===== src/sv/tes_pkg.sv =====
package tes_pkg;

  localparam int DEFAULT_QUEUE_DEPTH = 32;
  localparam logic [30:0] FRAME_MAX = 31'h7FFF_FFFF;

  // input item selector
  localparam logic [1:0] ACT_QUEUE   = 2'd0;
  localparam logic [1:0] ACT_ADVANCE = 2'd1;
  localparam logic [1:0] ACT_RESET   = 2'd2;

  // result kinds
  localparam logic [1:0] RK_ACK      = 2'd0;
  localparam logic [1:0] RK_DISPATCH = 2'd1;
  localparam logic [1:0] RK_FINISH   = 2'd2;

  // result status
  localparam logic [1:0] STAT_OK   = 2'd0;
  localparam logic [1:0] STAT_LATE = 2'd1;
  localparam logic [1:0] STAT_FULL = 2'd2;

  typedef enum logic [1:0] {
    ST_IDLE,
    ST_EXEC,
    ST_DRAIN
  } state_t;

  typedef struct packed {
    logic [30:0] etime;
    logic [3:0]  kind;
    logic [7:0]  channel;
    logic [7:0]  data1;
    logic [15:0] data2;
  } entry_t;

  typedef struct packed {
    logic ins;
    logic pop;
  } cell_cmd_t;

endpackage


===== src/sv/tes_cell.sv =====
module tes_cell #(
  parameter int QUEUE_DEPTH = tes_pkg::DEFAULT_QUEUE_DEPTH,
  parameter int IDX = 0,
  localparam int CntW = $clog2(QUEUE_DEPTH + 1)
) (
  input  logic               clk,
  input  tes_pkg::cell_cmd_t cmd,
  input  logic [CntW-1:0]    count,
  input  tes_pkg::entry_t    new_ent,
  input  tes_pkg::entry_t    left_ent,
  input  logic               left_gt,
  input  tes_pkg::entry_t    right_ent,
  output tes_pkg::entry_t    ent,
  output logic               gt
);
  import tes_pkg::*;

  logic occupied;
  logic at_tail;

  assign occupied = CntW'(IDX) < count;
  assign at_tail  = CntW'(IDX) == count;
  // strict compare keeps equal times in arrival order
  assign gt       = occupied && (ent.etime > new_ent.etime);

  always_ff @(posedge clk) begin
    if (cmd.ins) begin
      if (left_gt) begin
        ent <= left_ent;
      end else if (gt || at_tail) begin
        ent <= new_ent;
      end
    end else if (cmd.pop) begin
      ent <= right_ent;
    end
  end

endmodule


===== config.mk =====
export PLATFORM = sky130hd
export DESIGN_NAME = tes_cell
export DESIGN_NICKNAME = d
export VERILOG_FILES = /design/src/sv/tes_pkg.sv /design/src/sv/tes_cell.sv
export SDC_FILE = /design/constraint.sdc
export NUM_CORES = 1
export LEC_CHECK = 0
export CORE_AREA = 8 8 103 105
export DETAILED_ROUTE_END_ITERATION = 8
export DIE_AREA = 0 0 111 113
export DONT_BUFFER_PORTS = 1
export HOLD_SLACK_MARGIN = 0.15
export PLACE_DENSITY = 0.65
export SYNTH_ARGS = -nofsm -noshare
export SYNTH_HDL_FRONTEND = slang
export SYNTH_SLANG_ARGS = --single-unit
export TNS_END_PERCENT = 50

===== constraint.sdc =====
create_clock -name clk -period 8.85 [get_ports clk]
set_input_delay 0.4425 -clock clk [delete_from_list [all_inputs] [get_ports clk]]
set_output_delay 0.4425 -clock clk [all_outputs]
set_load 0.02 [all_outputs]

==> results of run 1 <==
-- cells by family (layout without fill, tap and decap cells) --
kind of cell / after synthesis / count (layout) / share of synthesized area (%)
AO/OA/AOI/OAI: 91 / 91 / 12.6
adder cells (fa/ha/maj): 31 / 31 / 9.20
buffers and inverters: 56 / 49 / 5.20
flip-flops: 67 / 67 / 47.7
multiplexers: 67 / 67 / 15.9
AND/OR/NAND/NOR: 92 / 92 / 9.35
-- layout by cell type (no fill, tap or decap), drive strengths merged, types with 2 or more instances in the layout --
| master | count |
|---|---|
| a21oi | 75 |
| nor2 | 70 |
| mux2i | 67 |
| edfxtp | 67 |
| inv | 33 |
| ha | 31 |
| clkbuf | 9 |
| nand4 | 5 |
| a21o | 5 |
| nand2 | 3 |
| nand3 | 3 |
| clkinv | 3 |
| nor3 | 2 |
| a211oi | 2 |
| o21ai | 2 |
| and4 | 2 |
| o211ai | 2 |
| nor4 | 2 |
| bufinv | 2 |
-- per-stage QoR --
stage | hold slack [ns] | setup WS, ns | std cells
2_1_floorplan | 0.668 | 3.02 | 404
3_3_place_gp | 0.669 | 5.72 | 493
3_5_place_dp | 0.675 | 5.67 | 493
4_1_cts | 0.307 | 5.41 | 508
5_1_grt | 0.292 | 5.27 | 508
6_report | 0.328 | 5.46 | 508
-- layout make-up --
cell class | instances | area (µm²)
clock buffers | 9 | 124
clock inverters | 6 | 81.3
fillers | 805 | 4490
inverters | 33 | 124
multi-input cells | 281 | 2000
flip-flops and latches | 67 | 2010
well taps | 111 | 139
repair buffers | 1 | 7.51
-- Yosys cell counts (2+ instances only) --
| master | count | area (µm²) |
|---|---|---|
| a21oi_1 | 74 | 370 |
| nor2_1 | 70 | 263 |
| edfxtp_1 | 67 | 2010 |
| mux2i_1 | 67 | 671 |
| inv_1 | 33 | 124 |
| ha_1 | 31 | 388 |
| clkbuf_1 | 12 | 45.0 |
| buf_2 | 7 | 35.0 |
| nand4_1 | 5 | 31.3 |
| a21o_1 | 4 | 30.0 |
| buf_1 | 4 | 15.0 |
| nand2_1 | 3 | 11.3 |
| nand3_1 | 3 | 15.0 |
| a211oi_1 | 2 | 15.0 |
| and4_1 | 2 | 17.5 |
| nor3_1 | 2 | 10.0 |
| nor4_1 | 2 | 12.5 |
| o211ai_2 | 2 | 25.0 |
| o21ai_0 | 2 | 10.0 |
-- report_power, final --
part	internal, mW	switching [mW]
logic	0.0531	0.0632
clock network	0.155	0.117
registers	0.402	0.0703
-- how the worst max path moves through the flow --
stage / from / to / slack (ns) / cells past startpoint
after floorplan: ent[65] / ent[0] / 3.02 / 6
after global placement: ent[65] / ent[16] / 5.72 / 7
after detailed placement: ent[65] / ent[9] / 5.67 / 7
after CTS: ent[65] / gt / 5.41 / 6
after global routing: ent[65] / gt / 5.27 / 6
final: ent[65] / gt / 5.46 / 6
-- routing by layer --
| layer | up-vias | part of all wire (%) |
|---|---|---|
| li1 | 1452 | - |
| met1 | 1344 | 35 |
| met2 | 158 | 52 |
| met3 | 16 | 11 |
| met4 | 0 | 2.0 |
| met5 | - | 0 |
-- worst max-delay path, cell delays in order, from the launching register on --
cell,delay (ns)
edfxtp_1,0.51
ha_1,0.37
and4_1,0.28
nand4_1,0.16
o211ai_2,0.27
nor2_1,0.13
nor4_1,0.90
==> impl_metrics.py, run 1 <==
metrics = {
    "grt": {
        "antenna_found_initial": 1,
        "top_usage_layer": "met2",
        "use_met1_pct": 17.6,
        "grt_max_degree": 137,
        "grt_pass1_wl_mm": 17.7,
        "grt.total_usage_pct": 17.8,
        "grt_pass1_vias": 3233,
        "met3_usage_pct": 9.10,
        "grt-ovfl-total": 0,
        "met2_usage_pct": 31.0,
    },
    "sta": {
        "setup_viol": 0,
        "rsz0062_at_grt": "false",
        "fin_crit_sh_pct": 38.3,
        "final.min_clock_period_ns": 3.39,
        "tightestPinTransition_ns": 1.10,
        "tns_ns": 0,
        "clock.fmax_mhz": 295,
        "maxSlewViolCount": 0,
        "hold_violations": 0,
        "fin_skew_ns": 0.00541,
        "slew_headroom_pct": 25.8,
    },
    "setup_path": {
        "start_kind": "flip-flop",
        "crit_path_end_kind": "output port",
        "arrival_ns": 2.95,
        "r2r-start": "ent[65]",
        "timing.rr.end": "ent[40]",
        "reg2reg_depth": 7,
        "crit_fanout": 3,
        "rrSetupSlack_ns": 5.66,
        "required_ns": 8.41,
        "path_class": "reg2out",
    },
    "final_layout": {
        "area.growth.synth_to_final_pct": 6.53,
        "largest-register": "ent",
        "fin_util_pct": 50.0,
        "largest_reg_flops": 67,
        "reg_top3": "ent x67",
        "finalNetCount": 635,
        "stdcell_area_mm2": 0.00449,
        "drive_above_1_share_pct": 5.29,
        "antennaDiodeCount": 0,
    },
    "yosys": {
        "syn-num-nets": 646,
        "yosysWarnings": 0,
        "ys_ff_latch": 67,
        "synth_cells": 404,
        "ys.flop_type": "edfxtp_1",
        "async_flop_share_pct": 0,
        "synth_edf_count": 67,
        "synth_cell_types": 31,
        "avgSynthCellArea_um2": 10.4,
        "synth_seq_area_share_pct": 47.7,
        "netlist_area_mm2": 0.00421,
    },
    "clock_tree": {
        "hold_buffers": 0,
        "cts_buffer_depth": 2,
        "cts_resized": 0,
        "cts_tree": "built",
        "h-tree-depth": 3,
        "clk-insertion-delay-late_ns": 0.33,
        "clock_sinks": 67,
        "cts_setup_buffers": 0,
        "cts-root-buf": "clkbuf_8",
        "numCtsBuffers": 9,
        "clkTransAtPathRegs_ns": 0.07,
    },
    "power_and_ir_drop": {
        "powerDensity_mw_per_mm2": 192,
        "p_leak_nw": 1.93,
        "power_mw": 0.860,
        "peakVddDrop_v": 0.0000931,
    },
    "drt": {
        "postRouteAntennaNets": 0,
        "drc_errors": 0,
        "drt-total-wl_mm": 11.9,
        "initialDrtViolationCount": 132,
        "wl_per_cell_um": 23.4,
        "via_count": 2970,
        "drt-vias-per-instance": 5.85,
        "firstDrtPassIters": 4,
    },
    "placed_design": {
        "dpl_cell_area_mm2": 0.00428,
        "gp_congestion": 0.767,
        "portBuffers": 0,
        "place.detailed.hpwl_mm": 9.42,
    },
    "die": {
        "die_area_mm2": 0.0125,
        "start_util_pct": 46.9,
        "coreArea_mm2": 0.00898,
        "pin_count": 279,
        "dieWidth_um": 111,
        "die_h_um": 113,
        "rows": 35,
    },
    "min_path": {
        "whs_endpoint": "ent[19]",
        "hold_class": "in2reg",
        "hold_depth": 1,
        "worst_hold_startpoint": "cmd[1]",
    },
    "job": {
        "max_cap_violations": 0,
    },
    "status": {
        "outcome": "finished clean",
    },
}
(Power assumes the default switching activity.)
==> run 2, diff against run 1 <==
CORE_AREA = 8 8 101 103   (was 8 8 103 105)
DIE_AREA = 0 0 109 111   (was 0 0 111 113)
clock period = 3.4 ns   (was 8.85 ns; I/O delays follow)
==> run 2 against run 1 <==
The flow now stops in 4_1_cts. Area after synthesis unchanged. Synthesized cell count unchanged.
==> impl_metrics.py, run 2 <==
metrics = {
    "clock_tree": {
        "hold_buffers": 102,
        "clock_sinks": 67,
        "cts_buffer_depth": 2,
        "cts-root-buf": "clkbuf_8",
        "h-tree-depth": 3,
        "cts_resized": 0,
        "cts_setup_buffers": 0,
        "numCtsBuffers": 9,
    },
    "yosys": {
        "async_flop_share_pct": 0,
        "synth_top_area_cell": "edfxtp_1",
        "ys.flop_type": "edfxtp_1",
        "synth_cell_types": 31,
        "ys_ff_latch": 67,
        "synth_edf_count": 67,
        "synth_seq_area_share_pct": 47.7,
        "syn-num-nets": 646,
        "yosysTopAreaCellShare_pct": 47.7,
        "synth_most_common_cell": "a21oi_1",
        "synth_cells": 404,
        "synthTopCellsByArea": "edfxtp_1, mux2i_1, ha_1",
        "avgSynthCellArea_um2": 10.4,
        "yosysWarnings": 0,
        "netlist_area_mm2": 0.00421,
        "synth_common_cells": "a21oi_1, nor2_1, edfxtp_1, mux2i_1, inv_1",
    },
    "die": {
        "rows": 34,
        "dieWidth_um": 109,
        "pin_count": 279,
        "die_h_um": 111,
        "start_util_pct": 49.3,
    },
    "placed_design": {
        "dpl_cell_area_mm2": 0.00431,
        "portBuffers": 0,
        "gp_congestion": 0.789,
        "place.detailed.hpwl_mm": 9.32,
    },
    "status": {
        "stop_stage": "4_1_cts",
        "error_line": "[ERROR RSZ-0060] Max buffer count reached.",
        "outcome": "aborted with a tool error",
    },
}
-- run 2: cell counts after synthesis --
Identical to the previous run, type by type.
-- run 2: logic make-up after synthesis --
family | after synthesis | share of synthesized area [%]
compound gates | 91 | 12.6
fa+ha+maj | 31 | 9.20
buf+inv | 56 | 5.20
flops | 67 | 47.7
mux | 67 | 15.9
simple gates | 92 | 9.35
-- run 2: metrics by stage --
stage | hold WS [ns] | util [%] | worst slack, ns | setup TNS (ns) | cells
after floorplan | 0.396 | - | -0.819 | -54.87 | 404
after detailed placement | 0.398 | 50.4 | 0.619 | 0 | 493
after global placement | 0.395 | 50.4 | 0.664 | 0 | 493
==> run 3, diff against run 2 <==
CORE_AREA = default   (was 8 8 101 103)
CORE_MARGIN = 8   (was default)
CORE_UTILIZATION = 40   (was default)
DIE_AREA = default   (was 0 0 109 111)
HOLD_SLACK_MARGIN = default   (was 0.15)
PLACE_DENSITY = default   (was 0.65)
PLACE_DENSITY_LB_ADDON = 0.15   (was default)
==> run 3 against run 2 <==
The run now ends clean.
==> impl_metrics.py, run 3 (synthesized netlist as in run 1, its figures left out) <==
metrics = {
    "grt": {
        "grt.total_usage_pct": 16.0,
        "grt-ovfl-total": 0,
        "grt_pass1_wl_mm": 17.8,
        "antenna_found_initial": 0,
        "grt_pass1_vias": 3242,
        "grt_max_degree": 137,
    },
    "final_layout": {
        "largest_reg_flops": 67,
        "area.growth.synth_to_final_pct": 7.63,
        "largest-register": "ent",
        "fillers": 1019,
        "final_cell_mix": "a21oi_1, nor2_1, mux2i_1, edfxtp_1, inv_1",
        "finalNetCount": 638,
        "final_cells": 537,
        "stdcell_area_mm2": 0.00454,
        "drive_above_1_share_pct": 6.73,
        "layout_commonest_cell": "a21oi_1",
        "reg_top3": "ent x67",
        "antennaDiodeCount": 0,
    },
    "clock_tree": {
        "clk-insertion-delay-late_ns": 0.34,
        "clock_sinks": 67,
        "cts-root-buf": "clkbuf_8",
        "numCtsBuffers": 9,
        "cts_tree": "built",
        "cts_buffer_depth": 2,
        "clkTransAtPathRegs_ns": 0.08,
        "cts_resized": 0,
        "cts_setup_buffers": 0,
        "hold_buffers": 0,
        "h-tree-depth": 3,
    },
    "drt": {
        "drc_errors": 0,
        "initialDrtViolationCount": 99,
        "wl_per_cell_um": 21.9,
        "postRouteAntennaNets": 0,
        "via_count": 2931,
        "drt-vias-per-instance": 5.46,
        "drt-total-wl_mm": 11.7,
        "firstDrtPassIters": 4,
    },
    "job": {
        "max_cap_violations": 0,
    },
    "die": {
        "pin_count": 279,
        "start_util_pct": 41.0,
        "rows": 37,
        "die_h_um": 119,
        "coreArea_mm2": 0.0103,
        "dieWidth_um": 119,
        "die_area_mm2": 0.0141,
    },
    "sta": {
        "tns_ns": 0,
        "rsz0062_at_grt": "false",
        "slew_headroom_pct": 76.8,
        "fin_crit_sh_pct": 85.1,
        "clock.fmax_mhz": 346,
        "hold_ws_ns": 0.0383,
        "tightestPinTransition_ns": 0.344,
        "hold_violations": 0,
        "fin_skew_ns": 0.0112,
        "final.min_clock_period_ns": 2.89,
        "maxSlewViolCount": 0,
        "setup_viol": 0,
    },
    "power_and_ir_drop": {
        "p_seq_share_pct": 57.2,
        "p_sw_mw": 0.681,
        "swShare_pct": 31.8,
        "powerDensity_mw_per_mm2": 472,
        "clkPwrFrac_pct": 28.0,
        "combinationalPowerShare_pct": 14.8,
        "p_leak_nw": 1.93,
        "internal_power_mw": 1.46,
        "peakVddDrop_v": 0.000188,
    },
    "setup_path": {
        "start_kind": "flip-flop",
        "required_ns": 3.23,
        "crit_fanout": 3,
        "crit_path_end_kind": "output port",
        "max_stage_delay_ns": 0.51,
        "rrSetupSlack_ns": 0.66,
        "cpMostUsedCell": "o211ai_2",
        "cp_slowest_cell": "edfxtp_1",
        "cp_cell_sequence": "ha_1 > and3_1 > a221o_1 > o211ai_2 > o211ai_2 > a2111oi_4 > nor4_1 > buf_4",
        "path_class": "reg2out",
        "arrival_ns": 2.72,
    },
    "status": {
        "outcome": "finished clean",
    },
    "placed_design": {
        "portBuffers": 0,
        "dp.cells": 520,
        "place.detailed.hpwl_mm": 9.50,
        "gp_congestion": 0.757,
        "dpl_cell_area_mm2": 0.00435,
    },
    "min_path": {
        "hold_class": "in2reg",
    },
}
-- run 3: layout make-up --
| cell class | count | area, µm² | share of cell area [%] |
|---|---|---|---|
| Sequential cell | 67 | 2010 | 44.4 |
| Tap cell | 136 | 170 | 3.75 |
| Clock buffer | 9 | 124 | 2.73 |
| Clock inverter | 7 | 51.3 | 1.13 |
| Multi-Input combinational cell | 281 | 2010 | 44.3 |
| Timing Repair Buffer | 4 | 45.0 | 0.993 |
| Inverter | 33 | 124 | 2.73 |
-- run 3: per-layer routing --
metal	track usage (%)	vias to the layer above	wire (µm)
met2	28.2	159	5980
met3	9.19	12	1430
met5	0	-	0
met1	15.5	1308	4170
met4	4.98	0	157
li1	-	1452	-
-- run 3: power by group through the flow --
stage | clock network, mW | logic [mW] | registers [mW]
after floorplan | 0 | 0.286 | 1.22
after global placement | 0 | 0.315 | 1.25
after detailed placement | 0 | 0.323 | 1.25
after CTS | 0.632 | 0.323 | 1.23
after global routing | 0.657 | 0.362 | 1.24
final | 0.600 | 0.316 | 1.22
-- run 3: path summary, 6_finish.rpt --
kind                 from       to  cells after the start
setup / recovery  ent[61]       gt                      8
setup reg to reg  ent[61]  ent[65]                      8
hold reg to reg   ent[50]  ent[40]                      4
hold / removal     cmd[1]  ent[18]                      1
-- run 3: critical path: cells and delay by family (launching register included) --
family | cells | cell delay, ns
AOI/OAI and AO/OA | 4 | 1.02
adders and majority gates | 1 | 0.36
buffers and inverters | 1 | 0.18
DFF | 1 | 0.51
and+or+nand+nor | 2 | 0.33
-- run 3: stage by stage --
stage          utilization, %  power, mW  worst slack, ns
2_1_floorplan               -       1.50           -0.819
3_3_place_gp             42.3       1.57            0.714
3_5_place_dp             42.3       1.57            0.661
4_1_cts                  44.0       2.19            0.453
5_1_grt                  44.1       2.26            0.352
6_report                 44.1       2.14            0.507
==> run 4, diff against run 3 <==
REMOVE_ABC_BUFFERS = 1   (was default)
==> run 4 against run 3 <==
Die area unchanged. Combinational power shrank 2%. Critical path depth is the same. Worst hold slack about the same. Clock skew increased by 0.00052 ns. Global-route usage up 0.41 points. Count of clock-buffer cells in the layout increased by 1.
==> impl_metrics.py, run 4 (synthesized netlist as in run 1, its figures left out) <==
metrics = {
    "setup_path": {
        "cp_cell_sequence": "ha_1 > and3_1 > a221o_1 > o211ai_2 > o211ai_2 > a2111oi_4 > nor4_1 > buf_4",
        "path_class": "reg2out",
        "arrival_ns": 2.66,
        "cp_slowest_cell": "edfxtp_1",
        "reg2reg_depth": 7,
        "crit_path_end_kind": "output port",
        "start_kind": "flip-flop",
        "required_ns": 3.23,
        "critPathTopFamily": "compound AO/OA/AOI/OAI gates",
        "max_stage_delay_ns": 0.51,
        "critical_path_cell_count": 8,
        "crit_fanout": 3,
        "cpMostUsedCell": "o211ai_2",
        "endpoint": "gt",
        "timing.rr.end": "ent[13]",
        "r2r-start": "ent[66]",
        "crit_buf_inv": 1,
        "rrSetupSlack_ns": 0.60,
        "crit_start": "ent[61]",
    },
    "power_and_ir_drop": {
        "powerDensity_mw_per_mm2": 475,
        "clkPwrFrac_pct": 28.3,
        "p_sw_mw": 0.683,
        "peakVddDrop_v": 0.000210,
        "p_leak_nw": 1.92,
        "swShare_pct": 31.8,
        "p_seq_share_pct": 57.2,
        "internal_power_mw": 1.46,
        "combinationalPowerShare_pct": 14.5,
    },
    "clock_tree": {
        "clock_sinks": 67,
        "cts_resized": 0,
        "clkTransAtPathRegs_ns": 0.08,
        "numCtsBuffers": 9,
        "clk-insertion-delay-late_ns": 0.35,
        "cts_tree": "built",
        "cts-root-buf": "clkbuf_8",
        "h-tree-depth": 3,
        "cts_buffer_depth": 2,
    },
    "drt": {
        "drt-total-wl_mm": 12.1,
        "postRouteAntennaNets": 0,
        "wl_per_cell_um": 22.5,
        "drc_errors": 0,
        "firstDrtPassIters": 4,
        "initialDrtViolationCount": 143,
        "drt-vias-per-instance": 5.46,
        "via_count": 2932,
    },
    "sta": {
        "setup_ws_ns": 0.569,
        "maxSlewViolCount": 0,
        "setup_viol": 0,
        "rsz0062_at_grt": "false",
        "clock.fmax_mhz": 353,
        "fin_crit_sh_pct": 83.3,
        "fin_skew_ns": 0.0117,
        "hold_violations": 0,
        "tightestPinTransition_ns": 0.426,
        "slew_headroom_pct": 71.3,
        "final.min_clock_period_ns": 2.83,
    },
    "die": {
        "die_area_mm2": 0.0141,
        "rows": 37,
        "coreArea_mm2": 0.0103,
        "dieWidth_um": 119,
        "start_util_pct": 41.0,
        "die_h_um": 119,
        "pin_count": 279,
    },
    "final_layout": {
        "area.growth.synth_to_final_pct": 7.24,
        "fillers": 1012,
        "final_cell_mix": "a21oi_1, nor2_1, mux2i_1, edfxtp_1, inv_1",
        "finalNetCount": 638,
        "antennaDiodeCount": 0,
        "layout_commonest_cell": "a21oi_1",
        "largest-register": "ent",
        "reg_top3": "ent x67",
        "drive_above_1_share_pct": 5.99,
        "final_cells": 537,
        "largest_reg_flops": 67,
    },
    "job": {
        "max_cap_violations": 0,
    },
    "placed_design": {
        "pre_cts_ws_ns": 0.563,
        "place.detailed.hpwl_mm": 9.59,
        "portBuffers": 0,
        "gp_congestion": 0.752,
        "dp.cells": 520,
    },
    "grt": {
        "grt_pass1_wl_mm": 18.2,
        "grt_pass1_vias": 3255,
        "grt.total_usage_pct": 16.4,
        "grt_max_degree": 137,
        "antenna_found_initial": 0,
        "grt-ovfl-total": 0,
    },
    "status": {
        "outcome": "finished clean",
    },
    "min_path": {
        "worst_hold_startpoint": "cmd[1]",
        "hold_class": "in2reg",
    },
}
-- run 4: how the worst min path moves through the flow --
stage               endpoint  slack, ns  depth (start not counted)
floorplan             ent[0]       0.38                          1
global placement     ent[33]       0.40                          1
detailed placement   ent[33]       0.40                          1
CTS                  ent[17]       0.01                          1
global route         ent[33]       0.01                          1
finish               ent[33]       0.04                          1
-- run 4: metrics by stage --
stage	util [%]	setup TNS (ns)	power, mW	hold WS, ns	cell area, µm²
6_report	44.0	0	2.14	0.0380	4520
5_1_grt	44.0	0	2.26	0.0132	4520
3_3_place_gp	42.1	0	1.56	0.395	4330
2_1_floorplan	-	-378.02	1.47	0.377	4120
4_1_cts	43.9	0	2.19	0.00993	4510
3_5_place_dp	42.1	0	1.56	0.398	4330
-- run 4: cell type report --
type / instances / area [µm²] / area share, %
Sequential cell: 67 / 2010 / 44.5
Tap cell: 136 / 170 / 3.77
Clock inverter: 6 / 50.0 / 1.11
Timing Repair Buffer: 4 / 45.0 / 0.997
Inverter: 33 / 124 / 2.74
Clock buffer: 10 / 128 / 2.82
Multi-Input combinational cell: 281 / 1990 / 44.0
-- run 4: worst reg2reg max path: cells and delay by family, from the launching register on --
family / cells / cell delay (ns)
and+or+nand+nor: 2 / 0.42
DFF: 1 / 0.53
AOI/OAI and AO/OA: 3 / 0.84
buffers and inverters: 1 / 0.33
adders and majority gates: 1 / 0.35
-- run 4: power by group through the flow --
stage / Combinational [mW] / Clock [mW] / Sequential [mW]
3_5_place_dp: 0.317 / 0 / 1.25
4_1_cts: 0.318 / 0.636 / 1.23
2_1_floorplan: 0.243 / 0 / 1.23
3_3_place_gp: 0.308 / 0 / 1.25
6_report: 0.311 / 0.608 / 1.23
5_1_grt: 0.358 / 0.664 / 1.24
-- run 4: routing by layer --
layer	GRT usage [%]	part of all wire (%)
met1	15.3	34
met2	29.5	52
met3	10.3	13
met4	3.56	0.77
met5	0	0
-- run 4: timing repair --
item | 4_1_cts | 5_1_grt
hold buffers | 0 | 1
hold endpoints to repair | 0 | 3
buffers inserted | 0 | 0
